## config.mk

```make
export PLATFORM = sky130hd
export DESIGN_NAME = potsrv_ram
export DESIGN_NICKNAME = d
export VERILOG_FILES = /design/src/sv/assert_macros.svh /design/src/sv/potsrv_ram.sv
export SDC_FILE = /design/constraint.sdc
export NUM_CORES = 1
export LEC_CHECK = 0
export ABC_AREA = 1
export ABC_CLOCK_PERIOD_IN_PS = 990
export BUFFER_PORTS_ARGS = -buffer_cell sky130_fd_sc_hd__buf_2
export CORE_ASPECT_RATIO = 1.2
export CORE_MARGIN = 3
export CORE_UTILIZATION = 55
export DETAILED_ROUTE_END_ITERATION = 8
export HOLD_SLACK_MARGIN = 0.06
export PLACE_DENSITY_LB_ADDON = 0.08
export SETUP_SLACK_MARGIN = 0.3
export SYNTH_ARGS = -nofsm -noshare
export SYNTH_HDL_FRONTEND = slang
export SYNTH_SLANG_ARGS = --single-unit
```

## constraint.sdc

```tcl
create_clock -name clk -period 0.99 [get_ports clk]
set_input_delay 0.0495 -clock clk [delete_from_list [all_inputs] [get_ports clk]]
set_output_delay 0.0495 -clock clk [all_outputs]
set_load 0.005 [all_outputs]
```

## src/sv/assert_macros.svh

```systemverilog
// ----------------------------------------------------------------------------
// assert_macros.svh
// Assertion shorthands shared by the pot/servo drive RTL.
// ----------------------------------------------------------------------------
`ifndef ASSERT_MACROS_SVH
`define ASSERT_MACROS_SVH

// Property checked every clock edge, disabled while in reset.
`define POTSRV_ASSERT(label, prop, msg) \
	label: assert property (@(posedge clk) disable iff (!arst_n) (prop)) else $error(msg);

// Condition in one cycle implies a property in the next.
`define POTSRV_ASSERT_NEXT(label, pre, post, msg) \
	label: assert property (@(posedge clk) disable iff (!arst_n) (pre) |=> (post)) else $error(msg);

`endif

```

## src/sv/potsrv_ram.sv

```systemverilog
// ----------------------------------------------------------------------------
// potsrv_ram
// Generic simple dual-port RAM, one write port, one registered read port.
// ----------------------------------------------------------------------------
module potsrv_ram #(
	parameter int WIDTH = 8,
	parameter int DEPTH = 16
) (
	input  logic                                        clk,
	input  logic                                        we,
	input  logic [((DEPTH > 1) ? $clog2(DEPTH) : 1)-1:0] waddr,
	input  logic [WIDTH-1:0]                            wdata,
	input  logic                                        re,
	input  logic [((DEPTH > 1) ? $clog2(DEPTH) : 1)-1:0] raddr,
	output logic [WIDTH-1:0]                            rdata
);

	logic [WIDTH-1:0] mem [DEPTH];

	always_ff @(posedge clk) begin
		if (we) begin
			mem[waddr] <= wdata;
		end
		if (re) begin
			rdata <= mem[raddr];
		end
	end

endmodule

```

==> After elaboration in Yosys (flattened, before gate mapping) <==
Memories as Yosys holds them, arrays and structs flattened. A register that Yosys moved wholly into a read port is not among the register bits.
Cells that the tools add are included.
{ "word_totals": {"reg_bits": 0, "ram_bits": 128, "input_bits": 19, "out_inout_bits": 8, "memories": 1} }
{ "op_classes": {"muxes": 2} }
{ "mem_list": {"columns": ["memory", "depth", "word_bits", "rd", "rd_clocked_by_memory_dff", "write_ports", "line", "source"], "rows": [
  ["mem", 16, 8, 1, 1, 1, "potsrv_ram.sv:18", "logic [WIDTH-1:0] mem [DEPTH];"]
]} }
{ "op_table": {"columns": ["op", "n"], "rows": [
  ["$mux 1", 2]
]} }

==> Longest topological paths before layout <==
{ "depth": {"depth_word": 2, "mapped_depth": 8} }

==> Least setup slack after synthesis <==
No wires, ideal clock.
{ "synth_timing": {"path_kind": "input to register", "startpoint": "input waddr[3] (netlist name)", "endpoint": "memory mem[4][0] (enable)", "arrival_time_ps": 630, "slack_ps": -10, "stages": 2, "path_cell_list": "nand3b_1 nor2_1"} }
{ "synth_lines": {"columns": ["item", "line", "source"], "rows": [
  ["start: declaration", "potsrv_ram.sv:11", "input logic [((DEPTH > 1) ? $clog2(DEPTH) : 1)-1:0] waddr,"],
  ["end: declaration", "potsrv_ram.sv:18", null]
]} }
Straight into the memory's write port.

==> Worst setup path after layout <==
{ "layout_timing": {"startpoint": "register rdata[0], read port of mem", "endpoint": "output rdata[0]"} }
{ "layout_lines": {"columns": ["item", "line", "source"], "rows": [
  ["start: declaration", "potsrv_ram.sv:15", "output logic [WIDTH-1:0] rdata"]
]} }
No word-level cell between the ends.

==> results by group <==
Outcome
  – Outcome: finished with violations
  – Failing checks: setup timing

Placement
  – PortBufs: 26
  – Hpwl dp: 9.032 mm
  – GP Congestion: 0.8574
  – Area after DPL: 6509 sq um
  – Dpl ws: -0.3000 ns
  – Dpl cells: 711

Die
  – Die Wd: 100.1 um
  – Starting Density: 57.27%
  – FP Rows: 40
  – Core area: 10210 sq um
  – Die Height: 118.9 um
  – I/O pins: 27
  – Die Area: 11910 sq um

Global route
  – First-pass GRT wire length: 22.29 mm
  – Initial antenna violation count: 0
  – Overflow after GRT: 0
  – Gr usage total: 25.37%
  – Vias in the first global route: 4123
  – Largest net degree at the start of global routing: 34

Timing
  – Crit share post-route: 109.5%
  – Final slew viol count: 0
  – Max_slew headroom: 72.50%
  – Worst Setup Slack, final: -0.09400 ns
  – Final setup violation count: 12
  – Period minus WS final: 1.084 ns
  – Fmax: 922.5 MHz
  – Final Hold Viols: 0
  – Slew @ Worst Pin: 0.4120 ns
  – Clk_skew: 0.01002 ns
  – RSZ-0062 raised after global routing: yes

Clock tree
  – CTS root buf: clkbuf_16
  – CTS tree: yes
  – Max Root-Sink Buffers: 2
  – Hold_buf cts: 1
  – Reg clk slew, reported paths: 0.06 ns
  – TritonCTS buffer count: 17
  – Worst skew pair latency: 0.42 ns
  – H-tree Lvls: 4
  – Clock sink count: 136

Power and ir drop
  – Power per cell area: 1885 nW/um^2
  – Clock power frac: 46.1%
  – Combinational share of power: 7.6%
  – Internal: 11.05 mW
  – Psw: 3.064 mW
  – Pwr Total: 14.11 mW
  – Register share of total power: 46.3%
  – Sw Ratio: 21.72%
  – Leak: 3.197 nW
  – Max IR drop VDD: 0.001712 V

Routing
  – DRC violations left: 0
  – First DRT Iteration DRCs: 311
  – Via count: 3992
  – Final wirelength: 14.22 mm
  – Post-route ant nets: 0
  – TritonRoute pass-1 iters: 5
  – Post-DR wirelength/cell: 19.09 um
  – DR vias/cell: 5.358

Finish
  – Synthesis-to-finish area growth: 28.05%
  – Layout cells sized above 1: 29.40%
  – Post-route insts no fill: 745
  – Nets: 626
  – Fin area: 7487 sq um
  – Ant. Diodes: 0

Critical path
  – CP delay by family, top: flip-flops
  – Max FO, Critical Path: 1
  – Worst setup EP type: output pin
  – Reg2Reg Depth: 6
  – Setup CP Type: reg -> out
  – Worst path required time: 0.94 ns
  – CP Cell Sequence: buf_2
  – Crit path DAT: 1.03 ns
  – CP max stage cell: edfxtp_1
  – Critical Path Source Type: register
  – Worst path depth: 1
  – CP Buf/Inv Count: 1
  – Crit-path max cell delay: 0.45 ns

Min path
  – Hold Path Cell Cnt: 1
  – Min-Delay Path Class: in -> reg

Synthesis
  – Synthesized flop and latch total: 136
  – Seq/Total Area, Yosys: 69.85%
  – Netlist cell types: 11
  – Cell count after synthesis: 551
  – Syn avg cell area: 10.61 sq um
  – Post-Synthesis Cell Area: 5847 sq um
  – Synth warn: 0
  – Post-synthesis net count: 570

Run
  – Max-cap violations: 0
## final cells by class
type | instances | area [sq um]
Clock buffer | 18 | 429.2
Clock inverter | 13 | 180.2
Fill cell | 689 | 2723
Inverter | 102 | 387.9
Multi-Input combinational cell | 289 | 1649
Sequential cell | 136 | 4084
Tap cell | 126 | 157.7
Timing Repair Buffer | 61 | 599.3
## synthesized netlist by cell type
master    number  area, sq um
nand3_1       97        485.5
inv_1        100        375.4
nand2_1      173        649.4
buf_6          6        67.56
edfxtp_1     136         4084
nor2_1        17        63.81
buf_2         13        65.06
inv_2          2        7.510
buf_4          4        30.03
nand3b_1       2        15.01
buf_1          1        3.750
## routing by layer
layer	vias to the layer above	routed length (um)	part of all wire (%)	GRT usage [%]
met3	26	649	4.6	5.214
met4	0	455	3.2	10.78
li1	1895	-	-	-
met5	-	0	0	0
met1	1949	5802	41	32.25
met2	122	7314	51	42.04
## path summary, 6_finish.rpt
path / to / slack [ns] / startpoint
hold / removal: rdata[2] / 0.03 / re
hold reg to reg: rdata[2] / 0.74 / mem[11][2]
setup / recovery: rdata[0] / -0.09 / rdata[0]
setup reg to reg: rdata[0] / -0.09 / mem[8][0]
## registers in the layout, summed over array words and instances, names as in the netlist
name,cells
rdata,8
mem,128
## power by group through the flow
stage                     Clock, mW  Combinational (mW)  Sequential, mW
final                          6.51                1.07            6.53
after floorplan                   0               0.497            6.64
after global placement            0               0.914            6.65
after detailed placement          0               0.931            6.65
after CTS                      6.51                1.02            6.53
after global routing           6.78                1.16            6.54
## metrics by stage
| stage | hold WS (ns) | TNS, ns | util (%) |
|---|---|---|---|
| floorplan | 0.1484 | 0 | - |
| global placement | 0.4430 | -10.75 | 63.75 |
| detailed placement | 0.4437 | -14.32 | 63.75 |
| global route | 0.01646 | -1.234 | 73.33 |
| CTS | 0.01618 | -0.7812 | 71.96 |
| finish | 0.02851 | -0.7984 | 73.33 |
## cells by family after synthesis
group,synth area share [%]
flip-flops,69.85
AND/OR/NAND/NOR,20.76
buffers and inverters,9.394
## cell usage in the layout (no fill, tap or decap), drive strengths merged
master	count
clkinv	7
nand2	173
bufinv	4
clkinvlp	2
nand3b	2
nor2	17
dlygate4sd3	1
buf	60
inv	102
edfxtp	136
nand3	97
clkbuf	18
## repair_timing
action                                 4_1_cts  5_1_grt
buffers inserted                             0        2
pin swaps                                   29       28
setup endpoints to repair                   75       84
gates resized for setup                     48       31
endpoints found under the hold margin       24        8
(Power assumes the default switching activity.)
